File: src/design/efm_pkg.sv
// efm_pkg: shared codes and constants of the emergency-stop frame monitor
// operation codes, status codes, register indexes, character codes, reset values
// no dependencies

package efm_pkg;

    // default width of the sequence number
    localparam int SEQ_BITS_DEFAULT = 32;

    // operation codes
    localparam logic [1:0] OP_BYTE = 2'd0;
    localparam logic [1:0] OP_TICK = 2'd1;
    localparam logic [1:0] OP_LINK = 2'd2;

    // status codes
    localparam logic [1:0] ST_OK      = 2'd0;
    localparam logic [1:0] ST_PRESSED = 2'd1;
    localparam logic [1:0] ST_FAULT   = 2'd2;

    // button values, none means no value seen yet
    localparam logic [1:0] BTN_NONE = 2'd2;

    // configuration register indexes
    localparam logic [1:0] REG_DEBOUNCE = 2'd0;
    localparam logic [1:0] REG_TIMEOUT  = 2'd1;
    localparam logic [1:0] REG_LINE_LIM = 2'd2;

    // register reset values
    localparam logic [3:0]  DEBOUNCE_RESET = 4'd3;
    localparam logic [15:0] TIMEOUT_RESET  = 16'd100;
    localparam logic [11:0] LINE_LIM_RESET = 12'd1024;

    // heartbeat age saturation point
    localparam logic [16:0] AGE_MAX = 17'h1FFFF;

    // character codes
    localparam logic [7:0] CH_LF    = 8'h0A;
    localparam logic [7:0] CH_TAB   = 8'h09;
    localparam logic [7:0] CH_VT    = 8'h0B;
    localparam logic [7:0] CH_FF    = 8'h0C;
    localparam logic [7:0] CH_CR    = 8'h0D;
    localparam logic [7:0] CH_SPACE = 8'h20;
    localparam logic [7:0] CH_PLUS  = 8'h2B;
    localparam logic [7:0] CH_MINUS = 8'h2D;
    localparam logic [7:0] CH_ZERO  = 8'h30;
    localparam logic [7:0] CH_NINE  = 8'h39;

    // length of the magic token
    localparam logic [2:0] MAGIC_LEN = 3'd4;

    // number parse flags
    typedef struct packed {
        logic bad;
        logic digit;
        logic neg;
    } parse_flags_t;

    // characters of the magic token "EST1"
    function automatic logic [7:0] magic_char(input logic [1:0] pos);
        logic [7:0] ch;
        unique case (pos)
            2'd0:    ch = 8'h45;
            2'd1:    ch = 8'h53;
            2'd2:    ch = 8'h54;
            default: ch = 8'h31;
        endcase
        return ch;
    endfunction

endpackage

File: src/design/estop_frame_monitor_core.sv
// estop_frame_monitor_core: parses emergency-stop text frames, debounces the button
// and tracks the heartbeat age; one result word for every input word
// depends on efm_pkg
//
//  channel | direction | handshake          | payload
//  --------+-----------+--------------------+------------------------------------------
//  in      | in        | in_valid/in_stall  | operation, data_byte
//  out     | out       | out_valid/out_stall| status, frame_accepted, sequence_restart
//  cfg     | in        | cfg_we             | cfg_index, cfg_data
//
//  one word per cycle when the output is not stalled; a word passes through the input
//  register and then the result register; the input register frees itself whenever
//  the result register is empty or taken, so while a finished result waits on a
//  stalled output, an empty input register still takes a new word; rst_n clears all
//  control and monitor state; status starts as fault; configuration is to be written
//  only while no word is in flight, which the block itself does not enforce

module estop_frame_monitor_core
    import efm_pkg::*;
#(
    parameter int SEQ_BITS = SEQ_BITS_DEFAULT
) (
    input  logic        clk,
    input  logic        rst_n,
    // input channel
    input  logic        in_valid,
    output logic        in_stall,
    input  logic [1:0]  operation,
    input  logic [7:0]  data_byte,
    // output channel
    output logic        out_valid,
    input  logic        out_stall,
    output logic [1:0]  status,
    output logic        frame_accepted,
    output logic        sequence_restart,
    // configuration
    input  logic        cfg_we,
    input  logic [1:0]  cfg_index,
    input  logic [15:0] cfg_data
);

    // token phases of the line parser
    typedef enum logic [2:0] {
        PH_PRE_MAGIC,
        PH_MAGIC,
        PH_PRE_SEQ,
        PH_SEQ,
        PH_PRE_BTN,
        PH_BTN,
        PH_TAIL,
        PH_FAIL
    } phase_t;

    localparam int PROD_BITS = SEQ_BITS + 4;

    // configuration registers
    logic [3:0]  debounce_reg;
    logic [15:0] timeout_reg;
    logic [11:0] line_limit_reg;

    // input register
    logic        in_valid_reg;
    logic [1:0]  in_op_reg;
    logic [7:0]  in_byte_reg;

    // result register
    logic        out_valid_reg;
    logic [1:0]  status_reg;
    logic        frame_accepted_reg;
    logic        sequence_restart_reg;

    // parser and monitor state
    phase_t              phase_reg, phase_next;
    logic [11:0]         partial_length_reg, partial_length_next;
    logic [2:0]          magic_pos_reg, magic_pos_next;
    logic [SEQ_BITS-1:0] seq_acc_reg, seq_acc_next;
    parse_flags_t        flags_reg, flags_next;
    logic [1:0]          btn_acc_reg, btn_acc_next;
    logic                last_seq_valid_reg, last_seq_valid_next;
    logic [SEQ_BITS-1:0] last_seq_reg, last_seq_next;
    logic [1:0]          raw_btn_reg, raw_btn_next;
    logic [1:0]          stable_btn_reg, stable_btn_next;
    logic [3:0]          agree_reg, agree_next;
    logic [16:0]         age_reg, age_next;
    logic [1:0]          cur_status_reg, cur_status_next;

    logic                accepted_next;
    logic                restart_next;

    // handshake
    logic in_accept;
    logic advance;

    // byte classification
    logic                 is_sp;
    logic                 is_dig;
    logic [3:0]           dig_val;
    logic [1:0]           dig_btn;
    logic [PROD_BITS-1:0] seq_prod;
    logic                 seq_ovf;

    // fall-through steps within one byte
    logic magic_step;
    logic pre_btn_step;
    logic tail_step;
    logic line_ok;

    assign advance   = in_valid_reg && (!out_valid_reg || !out_stall);
    assign in_stall  = in_valid_reg && !advance;
    assign in_accept = in_valid && !in_stall;

    assign out_valid        = out_valid_reg;
    assign status           = status_reg;
    assign frame_accepted   = frame_accepted_reg;
    assign sequence_restart = sequence_restart_reg;

    assign is_sp = (in_byte_reg == CH_SPACE) || (in_byte_reg == CH_TAB) ||
                   (in_byte_reg == CH_VT) || (in_byte_reg == CH_FF) ||
                   (in_byte_reg == CH_CR);
    assign is_dig  = (in_byte_reg >= CH_ZERO) && (in_byte_reg <= CH_NINE);
    assign dig_val = in_byte_reg[3:0];
    // a single button digit above one is out of range straight away
    assign dig_btn = (dig_val >= 4'd2) ? 2'd2 : dig_val[1:0];

    // acc * 10 + d, overflow when it leaves the sequence range
    assign seq_prod = {1'b0, seq_acc_reg, 3'b000} + {3'b000, seq_acc_reg, 1'b0}
                    + PROD_BITS'(dig_val);
    assign seq_ovf  = |seq_prod[PROD_BITS-1:SEQ_BITS];

    always_comb
    begin
        phase_next          = phase_reg;
        partial_length_next = partial_length_reg;
        magic_pos_next      = magic_pos_reg;
        seq_acc_next        = seq_acc_reg;
        flags_next          = flags_reg;
        btn_acc_next        = btn_acc_reg;
        last_seq_valid_next = last_seq_valid_reg;
        last_seq_next       = last_seq_reg;
        raw_btn_next        = raw_btn_reg;
        stable_btn_next     = stable_btn_reg;
        agree_next          = agree_reg;
        age_next            = age_reg;
        cur_status_next     = cur_status_reg;
        accepted_next       = 1'b0;
        restart_next        = 1'b0;
        magic_step          = 1'b0;
        pre_btn_step        = 1'b0;
        tail_step           = 1'b0;
        line_ok             = 1'b0;

        if (advance)
        begin
            case (in_op_reg)
                OP_BYTE:
                begin
                    if (in_byte_reg == CH_LF)
                    begin
                        // end of line: a frame is good after its button token
                        if (phase_reg == PH_TAIL)
                            line_ok = 1'b1;
                        else if (phase_reg == PH_BTN)
                            line_ok = flags_reg.digit &&
                                      ((btn_acc_reg == 2'd0) ||
                                       (btn_acc_reg == 2'd1 && !flags_reg.neg));
                        if (line_ok)
                        begin
                            accepted_next = 1'b1;
                            // sequence did not increase: debounce starts over
                            if (last_seq_valid_reg && (seq_acc_reg <= last_seq_reg))
                            begin
                                raw_btn_next    = BTN_NONE;
                                stable_btn_next = BTN_NONE;
                                agree_next      = 4'd0;
                                restart_next    = 1'b1;
                            end
                            last_seq_next       = seq_acc_reg;
                            last_seq_valid_next = 1'b1;
                            age_next            = 17'd0;
                            if (btn_acc_reg == raw_btn_next)
                            begin
                                if (agree_next < debounce_reg)
                                    agree_next = agree_next + 4'd1;
                            end
                            else
                            begin
                                raw_btn_next = btn_acc_reg;
                                agree_next   = 4'd1;
                            end
                            if (agree_next >= debounce_reg)
                                stable_btn_next = btn_acc_reg;
                        end
                        phase_next          = PH_PRE_MAGIC;
                        partial_length_next = 12'd0;
                        magic_pos_next      = 3'd0;
                        seq_acc_next        = '0;
                        flags_next          = '0;
                        btn_acc_next        = 2'd0;
                    end
                    else if (partial_length_reg >= line_limit_reg)
                    begin
                        // over-long line: drop it along with this byte
                        phase_next          = PH_PRE_MAGIC;
                        partial_length_next = 12'd0;
                        magic_pos_next      = 3'd0;
                        seq_acc_next        = '0;
                        flags_next          = '0;
                        btn_acc_next        = 2'd0;
                    end
                    else
                    begin
                        partial_length_next = partial_length_reg + 12'd1;
                        unique case (phase_reg)
                            PH_PRE_MAGIC:
                            begin
                                if (!is_sp)
                                begin
                                    magic_pos_next = 3'd0;
                                    flags_next     = '0;
                                    magic_step     = 1'b1;
                                end
                            end
                            PH_MAGIC:
                                magic_step = 1'b1;
                            PH_PRE_SEQ:
                            begin
                                if (!is_sp)
                                begin
                                    seq_acc_next = '0;
                                    flags_next   = '0;
                                    if (in_byte_reg == CH_PLUS || in_byte_reg == CH_MINUS)
                                    begin
                                        flags_next.neg = (in_byte_reg == CH_MINUS);
                                        phase_next     = PH_SEQ;
                                    end
                                    else if (is_dig)
                                    begin
                                        // first digit always fits
                                        flags_next.digit = 1'b1;
                                        seq_acc_next     = SEQ_BITS'(dig_val);
                                        phase_next       = PH_SEQ;
                                    end
                                    else
                                        phase_next = PH_FAIL;
                                end
                            end
                            PH_SEQ:
                            begin
                                if (is_dig)
                                begin
                                    flags_next.digit = 1'b1;
                                    if (seq_ovf)
                                        flags_next.bad = 1'b1;
                                    else
                                        seq_acc_next = seq_prod[SEQ_BITS-1:0];
                                end
                                else if (!flags_reg.digit || flags_reg.bad ||
                                         (flags_reg.neg && (seq_acc_reg != '0)))
                                    phase_next = PH_FAIL;
                                else
                                    pre_btn_step = 1'b1;
                            end
                            PH_PRE_BTN:
                                pre_btn_step = 1'b1;
                            PH_BTN:
                            begin
                                if (is_dig)
                                begin
                                    flags_next.digit = 1'b1;
                                    btn_acc_next = (btn_acc_reg == 2'd0) ? dig_btn : 2'd2;
                                end
                                else if (!(flags_reg.digit &&
                                           ((btn_acc_reg == 2'd0) ||
                                            (btn_acc_reg == 2'd1 && !flags_reg.neg))))
                                    phase_next = PH_FAIL;
                                else
                                    tail_step = 1'b1;
                            end
                            PH_TAIL:
                                tail_step = 1'b1;
                            PH_FAIL:
                                phase_next = PH_FAIL;
                            default:
                                phase_next = PH_FAIL;
                        endcase

                        // magic token, entered directly or from leading space
                        if (magic_step)
                        begin
                            if (is_sp)
                                phase_next = (magic_pos_next == MAGIC_LEN && !flags_next.bad)
                                           ? PH_PRE_SEQ : PH_FAIL;
                            else if (!magic_pos_next[2] &&
                                     in_byte_reg == magic_char(magic_pos_next[1:0]))
                            begin
                                magic_pos_next = magic_pos_next + 3'd1;
                                phase_next     = PH_MAGIC;
                            end
                            else
                            begin
                                flags_next.bad = 1'b1;
                                phase_next     = PH_MAGIC;
                            end
                        end

                        // start of the button token
                        if (pre_btn_step)
                        begin
                            if (is_sp)
                                phase_next = PH_PRE_BTN;
                            else
                            begin
                                btn_acc_next = 2'd0;
                                flags_next   = '0;
                                if (in_byte_reg == CH_PLUS || in_byte_reg == CH_MINUS)
                                begin
                                    flags_next.neg = (in_byte_reg == CH_MINUS);
                                    phase_next     = PH_BTN;
                                end
                                else if (is_dig)
                                begin
                                    flags_next.digit = 1'b1;
                                    btn_acc_next     = dig_btn;
                                    phase_next       = PH_BTN;
                                end
                                else
                                    phase_next = PH_FAIL;
                            end
                        end

                        // only whitespace may follow the button
                        if (tail_step)
                            phase_next = is_sp ? PH_TAIL : PH_FAIL;
                    end
                end
                OP_TICK:
                begin
                    if (age_reg != AGE_MAX)
                        age_next = age_reg + 17'd1;
                end
                OP_LINK:
                begin
                    phase_next          = PH_PRE_MAGIC;
                    partial_length_next = 12'd0;
                    magic_pos_next      = 3'd0;
                    seq_acc_next        = '0;
                    flags_next          = '0;
                    btn_acc_next        = 2'd0;
                    last_seq_valid_next = 1'b0;
                    last_seq_next       = '0;
                    raw_btn_next        = BTN_NONE;
                    stable_btn_next     = BTN_NONE;
                    agree_next          = 4'd0;
                    age_next            = 17'd0;
                    cur_status_next     = ST_FAULT;
                end
                default:
                    cur_status_next = cur_status_reg;
            endcase

            // status update, skipped for the unused operation code
            if (in_op_reg == OP_BYTE || in_op_reg == OP_TICK || in_op_reg == OP_LINK)
            begin
                if (age_next > {1'b0, timeout_reg})
                    cur_status_next = ST_FAULT;
                else if (stable_btn_next == 2'd0)
                    cur_status_next = ST_PRESSED;
                else if (stable_btn_next == 2'd1)
                    cur_status_next = ST_OK;
            end
        end
    end

    // configuration writes
    always_ff @(posedge clk or negedge rst_n)
    begin
        if (!rst_n)
        begin
            debounce_reg   <= DEBOUNCE_RESET;
            timeout_reg    <= TIMEOUT_RESET;
            line_limit_reg <= LINE_LIM_RESET;
        end
        else if (cfg_we)
        begin
            unique case (cfg_index)
                REG_DEBOUNCE: debounce_reg   <= cfg_data[3:0];
                REG_TIMEOUT:  timeout_reg    <= cfg_data;
                REG_LINE_LIM: line_limit_reg <= cfg_data[11:0];
                default:      debounce_reg   <= debounce_reg;
            endcase
        end
    end

    // handshake control and parser state
    always_ff @(posedge clk or negedge rst_n)
    begin
        if (!rst_n)
        begin
            in_valid_reg       <= 1'b0;
            out_valid_reg      <= 1'b0;
            phase_reg          <= PH_PRE_MAGIC;
            partial_length_reg <= 12'd0;
            magic_pos_reg      <= 3'd0;
            seq_acc_reg        <= '0;
            flags_reg          <= '0;
            btn_acc_reg        <= 2'd0;
            last_seq_valid_reg <= 1'b0;
            last_seq_reg       <= '0;
            raw_btn_reg        <= BTN_NONE;
            stable_btn_reg     <= BTN_NONE;
            agree_reg          <= 4'd0;
            age_reg            <= 17'd0;
            cur_status_reg     <= ST_FAULT;
        end
        else
        begin
            in_valid_reg       <= in_accept || (in_valid_reg && !advance);
            out_valid_reg      <= advance || (out_valid_reg && out_stall);
            phase_reg          <= phase_next;
            partial_length_reg <= partial_length_next;
            magic_pos_reg      <= magic_pos_next;
            seq_acc_reg        <= seq_acc_next;
            flags_reg          <= flags_next;
            btn_acc_reg        <= btn_acc_next;
            last_seq_valid_reg <= last_seq_valid_next;
            last_seq_reg       <= last_seq_next;
            raw_btn_reg        <= raw_btn_next;
            stable_btn_reg     <= stable_btn_next;
            agree_reg          <= agree_next;
            age_reg            <= age_next;
            cur_status_reg     <= cur_status_next;
        end
    end

    // payload registers
    always_ff @(posedge clk)
    begin
        if (in_accept)
        begin
            in_op_reg   <= operation;
            in_byte_reg <= data_byte;
        end
        if (advance)
        begin
            status_reg           <= cur_status_next;
            frame_accepted_reg   <= accepted_next;
            sequence_restart_reg <= restart_next;
        end
    end

`ifndef NO_ASSERTIONS
    // a restart flag only ever comes with an accepted frame
    assert property (@(posedge clk) disable iff (!rst_n)
        out_valid_reg |-> (!sequence_restart_reg || frame_accepted_reg))
        else $error("sequence restart without accepted frame");

    // every processed word lands in the result register
    assert property (@(posedge clk) disable iff (!rst_n)
        advance |=> out_valid_reg)
        else $error("processed word lost");

    // link reset always reports fault
    assert property (@(posedge clk) disable iff (!rst_n)
        (advance && in_op_reg == OP_LINK) |=> (status_reg == ST_FAULT))
        else $error("link reset did not report fault");

    // newline restarts the line parser
    assert property (@(posedge clk) disable iff (!rst_n)
        (advance && in_op_reg == OP_BYTE && in_byte_reg == CH_LF) |=>
        (phase_reg == PH_PRE_MAGIC && partial_length_reg == 12'd0))
        else $error("parser not restarted after newline");
`endif

endmodule

File: config.mk
export PLATFORM = sky130hd
export DESIGN_NAME = estop_frame_monitor_core
export DESIGN_NICKNAME = d
export VERILOG_FILES = /design/src/design/efm_pkg.sv /design/src/design/estop_frame_monitor_core.sv
export SDC_FILE = /design/constraint.sdc
export NUM_CORES = 1
export LEC_CHECK = 0
export ABC_AREA = 0
export ABC_CLOCK_PERIOD_IN_PS = 7030
export BUFFER_PORTS_ARGS = -buffer_cell sky130_fd_sc_hd__buf_4
export CORE_ASPECT_RATIO = 1.1
export CORE_MARGIN = 2
export CORE_UTILIZATION = 55
export CTS_CLUSTER_DIAMETER = 30
export DETAILED_ROUTE_END_ITERATION = 12
export HOLD_SLACK_MARGIN = 0.15
export PLACE_DENSITY = 0.82
export SLEW_MARGIN = 0
export SYNTH_ARGS = -nofsm -noshare
export SYNTH_HDL_FRONTEND = slang
export SYNTH_SLANG_ARGS = --single-unit
export TNS_END_PERCENT = 20
File: constraint.sdc
create_clock -name clk -period 7.03 [get_ports clk]
set_input_delay 0.703 -clock clk [delete_from_list [all_inputs] [get_ports clk]]
set_output_delay 0.703 -clock clk [all_outputs]
set_load 0.1 [all_outputs]
* After elaboration in Yosys (flattened, before gate mapping)
Index checks and enable logic that the tools add are counted.
** Operators by class
- Add/subtract/negate cells :: 6
- Order comparisons :: 8
- Equality and inequality tests :: 39
- Mux-type cells :: 158
- Reductions and logical operators :: 50
** Operators by type and width (number)
- $mux 32 :: 7
- $pmux 32 s2 :: 3
- $mux 3 :: 31
- $mux 17 :: 4
- $mux 2 :: 33
- $mux 4 :: 15
- $pmux 17 s3 :: 1
- $mux 8 :: 6
- $eq 8x4->1 const B :: 5
- $mux 1 :: 39
- $add 35x33->36 :: 1
- $add 36x4->36 :: 1
- $le 32x32->1 :: 1
- $reduce_bool 32->1 :: 1
- $eq 8x6->1 const B :: 3
- $mux 12 :: 2
- $ne 8x8->1 const B :: 3
- $pmux 12 s2 :: 1
- $pmux 7 s3 :: 1
- $pmux 3 s2 :: 3
- $add 17x1->17 const B :: 1
- $gt 17x16->1 :: 1
- $ne 17x17->1 const B :: 1
- $ne 8x7->1 const B :: 2
- 38 further kinds :: 95
** Word-level totals
- Flip-flop bits (word level) :: 163
- Input port bits :: 33
- Output and inout bits :: 6
- Word-level logic and storage cells :: 286

* Depth between registers and ports, before layout
- Depth after elaboration :: 32
- Mapped depth :: 25
- Depth with buffers taken out :: 24

* Worst setup path after synthesis
No wires, ideal clock.
- Path kind :: register to register
- Start point :: register seq_acc_reg[29]
- End point :: register status_reg[0], in the netlist status[0], data pin
- Library setup time :: 0.260 ns
- Data arrival time :: 4.889 ns
- Required time :: 6.770 ns
- Setup slack :: 1.881 ns
- Stages on the path, launching flop included :: 25
- Buffers on the path :: 1
- Period minus slack after synthesis :: 5.149 ns
- Path through :: dfrtp_1 ha_1 a21o_1 a21o_1 a221o_1 a211oi_1 o221ai_1 clkbuf_1 and2_1 ha_1 a21oi_1 inv_1 o31ai_2 xnor2_1 nor2_1 ha_1 nand2b_1 a21o_1 a21o_1 a21oi_1 nor3_1 a221oi_1 nand2b_1 o31ai_1 a22o_1
** Between the ends
- Word-level cells in the longest chain between the ends :: 26
- Elaborated cells between the ends (all ways) :: 35
- Classes of those cells :: add/sub: 1; order compare: 3; eq/ne: 2; mux: 27; reduce/logical: 2
** RTL lines
- start, declared :: line estop_frame_monitor_core.sv:76 : logic [SEQ_BITS-1:0] seq_acc_reg, seq_acc_next;
- start signal, assigned :: line estop_frame_monitor_core.sv:422 : seq_acc_reg <= seq_acc_next;
- $le 32x32->1 (*) :: line estop_frame_monitor_core.sv:170 : if (last_seq_valid_reg && (seq_acc_reg <= last_seq_reg))
- $logic_and 1x1->1 (*) :: line estop_frame_monitor_core.sv:170
- $mux 4 :: line estop_frame_monitor_core.sv:170
- $mux 4 :: line estop_frame_monitor_core.sv:166 : if (line_ok)
- $mux 4 :: line estop_frame_monitor_core.sv:157 : if (in_byte_reg == CH_LF)
- $mux 4 :: line estop_frame_monitor_core.sv:154 : case (in_op_reg)
- $mux 4 :: line estop_frame_monitor_core.sv:152 : if (advance)
- $add 4x1->4 / $lt 4x4->1 (equally long branches) :: line estop_frame_monitor_core.sv:183, estop_frame_monitor_core.sv:182
- [... 11 more ...]
- $mux 2 (*) :: line estop_frame_monitor_core.sv:152
- $eq 2x1->1 :: line estop_frame_monitor_core.sv:368 : else if (stable_btn_next == 2'd1)
- $mux 2 :: line estop_frame_monitor_core.sv:368
- $mux 2 (*) :: line estop_frame_monitor_core.sv:366 : else if (stable_btn_next == 2'd0)
- $mux 2 (*) :: line estop_frame_monitor_core.sv:364 : if (age_next > {1'b0, timeout_reg})
- $mux 2 (*) :: line estop_frame_monitor_core.sv:362 : if (in_op_reg == OP_BYTE || in_op_reg == OP_TICK || in_op_reg == OP_LINK)
- $mux 2 (*) :: line estop_frame_monitor_core.sv:152
- net cur_status_next[0] :: line estop_frame_monitor_core.sv:85 : logic [1:0] cur_status_reg, cur_status_next;
- end signal, assigned :: line estop_frame_monitor_core.sv:445 : status_reg <= cur_status_next;
- end, declared :: line estop_frame_monitor_core.sv:68 : logic [1:0] status_reg;
The timed path passes the listed nets; every way through them passes the cells marked *. The select of a mux whose other input is x is not followed.
A chain may end at the register's enable or synchronous reset.

* Worst setup path in the final report
Ends and elaborated chain as after synthesis.

==> impl_results.md <==
* Status: completed
* Max Slew Vio Count at 0
* HPWL after DPL at 19.3 mm
* Total inserted antenna cells at 0
* Post-synth ARST share at 0.914
* Placed standard-cell area at 12100 sq um
* Max Clock Freq at 175 MHz
* IO Pins at 39
* Clk buf depth at 2
* Total CTS buffers at 17
* Area Growth Syn to Fin at 8.90%
* Row count at 55
* Worst slew pin tran at 1.05 ns
* Critical-path maximum fanout at 16
* Post-Route WL at 26.5 mm
* Clock Pin Slew Worst Setup and Hold Paths at 0.07 ns
* Post-synthesis cell count at 1284
* Initial antenna violation count at 0
* Leak Pwr at 6.00 nW
* Primary FF master, synth: dfrtp_1
* Pin count of the biggest net entering global routing at 80
* Nets@finish at 1475
* Die area at 22300 sq um
* Chip height at 157 microns
* Drt pass-1 iters at 5
* First-pass GRT wire length at 45.9 mm
* RSZ-0062 raised after global routing: no
* Pwr Total at 2.59 mW
* Most used cell, CP: a21o_1
* Ranking of synthesized cells by area: dfrtp_1 30%, ha_1 15%, mux2_2 7.0%
* PnR worst setup slack at 1.31 ns
* Crit path launch type: flip-flop
* Grt ovf at 0
* Max-cap violations at 0
* Placed cells at 1540
* Critical-path cell list: ha_1 > a21o_1 > a21o_1 > a221o_1 > a211oi_1 > o221ai_1 > buf_4 > and2_1 > ha_1 > a21oi_1 > inv_1 > o31ai_2 > xnor2_1 > nor2_1 > ha_1 > nand2b_1 > a21o_1 > a21o_1 > a21oi_1 > nor3_1 > a221oi_1 > nand2b_1 > o31ai_1 > a22o_1
* Setup violators final at 0
* Yosys top cell by area: dfrtp_1
* Num Clock Sinks at 163
* Final hold vios at 0
* Worst hold slack at 0.315 ns
* Setup WS pre-CTS at 1.40 ns
* Top cell type's share of synthesized area at 0.301
* CP max stage delay at 0.45 ns
* Setup TNS at 0 ns
* Post-route DRC at 0
* Core Region at 20600 sq um
* Layout cells sized above 1 at 0.128
* Via count at 9730
* IO buf count at 38
* Seq cells post-synth at 163
* CTS H-tree depth at 4
* Period Utilization, post-route at 0.813
* Setup CP Type: flip-flop to flip-flop
* Hold Path Class: primary input to asynchronous set/reset pin
* Final non-filler cell total at 1572
* Die width at 143 microns
* Sequential-to-total area share from yosys stat at 0.357
* YS warnings at 0
* Synth cell types at 72
* Final ANT Viol Nets at 0
* GP Congestion at 0.926
* Most common cell in the synthesized netlist: dfrtp_1
* Worst skew pair latency at 0.43 ns
* # hold bufs at CTS at 0
* Slew headroom at 0.300
* Initial Utilization at 0.564
* Crit path capture type: flip-flop
* CP Data Required Time at 7.21 ns
* Overall Global Routing Usage at 0.252
* Detail-routed via count per cell at 6.19
* Post-synth EDFFs at 14
* Max IR drop VDD at 0.183 mV
* Slowest CP cell: a21oi_1
* Cell Area, Synth at 11600 sq um
* CTS tree: built
* Crit path DAT at 5.90 ns
* Minimum clock period at 5.72 ns
* Post-Syn Nets at 1456
* Vias in the first global route at 9635
* Mapped Avg Cell Area at 9.07 sq um
* CTS Root Buffer Type: clkbuf_16
* CTS resizes at 0
* PwrDens at 204 nW/um^2
* Initial DRC count at 801
* Top post-synthesis cells by count: 140 x dfrtp_1, 137 x ha_1, 126 x nand2_1, 112 x o21ai_0, 99 x inv_1
* Final Skew at 0.0127 ns
* Post-route cell area at 12700 sq um
* Final Core Density at 0.614
* Post-DR wirelength/cell at 16.9 microns
* Setup Fix Bufs, Post-CTS at 0
final timing paths:
path,endpoint,depth (start not counted),startpoint,slack (ns)
max in group asynchronous,agree_reg[1],2,rst_n,5.33
setup reg to reg,status[0],24,seq_acc_reg[29],1.31
hold / removal,last_seq_reg[12],1,rst_n,0.31
min in group clk,in_op_reg[1],1,operation[1],0.44
setup / recovery,status[0],24,seq_acc_reg[29],1.31
hold reg to reg,last_seq_reg[0],2,last_seq_reg[0],0.49
worst max-delay path: cells and delay by family (launching register included):
kind / cells / cell delay [ns]
compound gates: 13 / 2.93
flops: 1 / 0.44
xor+xnor: 1 / 0.18
buf+inv: 2 / 0.33
simple gates: 5 / 0.69
fa+ha+maj: 3 / 0.90
cells by family after synthesis:
kind of cell               after synthesis  synth area share
AOI/OAI and AO/OA                      336             0.184
adders and majority gates              141             0.152
buffers and inverters                  144            0.0485
DFF                                    163             0.357
muxes                                   77            0.0742
xor gates and xnor gates                32            0.0241
and+or+nand+nor                        391             0.159
power breakdown:
part	internal [mW]	switching (mW)
sequential	1.03	0.0873
clock	0.473	0.417
combinational	0.243	0.335
per-layer routing:
layer  vias to the layer above  GRT usage  wire length, microns
li1                       4690          -                     -
met1                      4709      0.308                 11400
met2                       282      0.455                 13600
met3                        49     0.0355                  1010
met4                         0     0.0844                   535
met5                         -          0                     0
placed cells by master (no fill, tap or decap), types with 4 or more instances in the layout:
cell type and count:
nor2b_1 11, xnor2_1 14, o21ai_0 112, nand3_1 37, a32o_1 4, dfstp_2 9, a22o_1 9, a211oi_1 9
xor2_1 18, ha_1 137, a31oi_1 13, nand4_1 21, buf_4 44, clkbuf_16 17, nor2_1 90, nor4_1 11
o22ai_1 8, inv_1 99, nand2_1 126, nor3b_1 6, nor3_1 31, nand3b_1 4, a21oi_1 72, clkinv_4 5
o21a_1 9, and2_1 9, mux2_2 72, dfrtp_1 140, inv_6 6, edfxtp_1 14, nand2b_1 18, a21o_1 32
and3_1 12, a2111oi_0 5, o31ai_1 11, o211ai_1 10
layout make-up:
class | count | area, sq um
Clock inverter | 14 | 119
Inverter | 99 | 372
Fill cell | 1683 | 7970
Tap cell | 256 | 320
Timing Repair Buffer | 45 | 342
Multi-Input combinational cell | 977 | 6930
Sequential cell | 163 | 4160
Clock buffer | 18 | 439
Power figures use the tool's default switching activity.
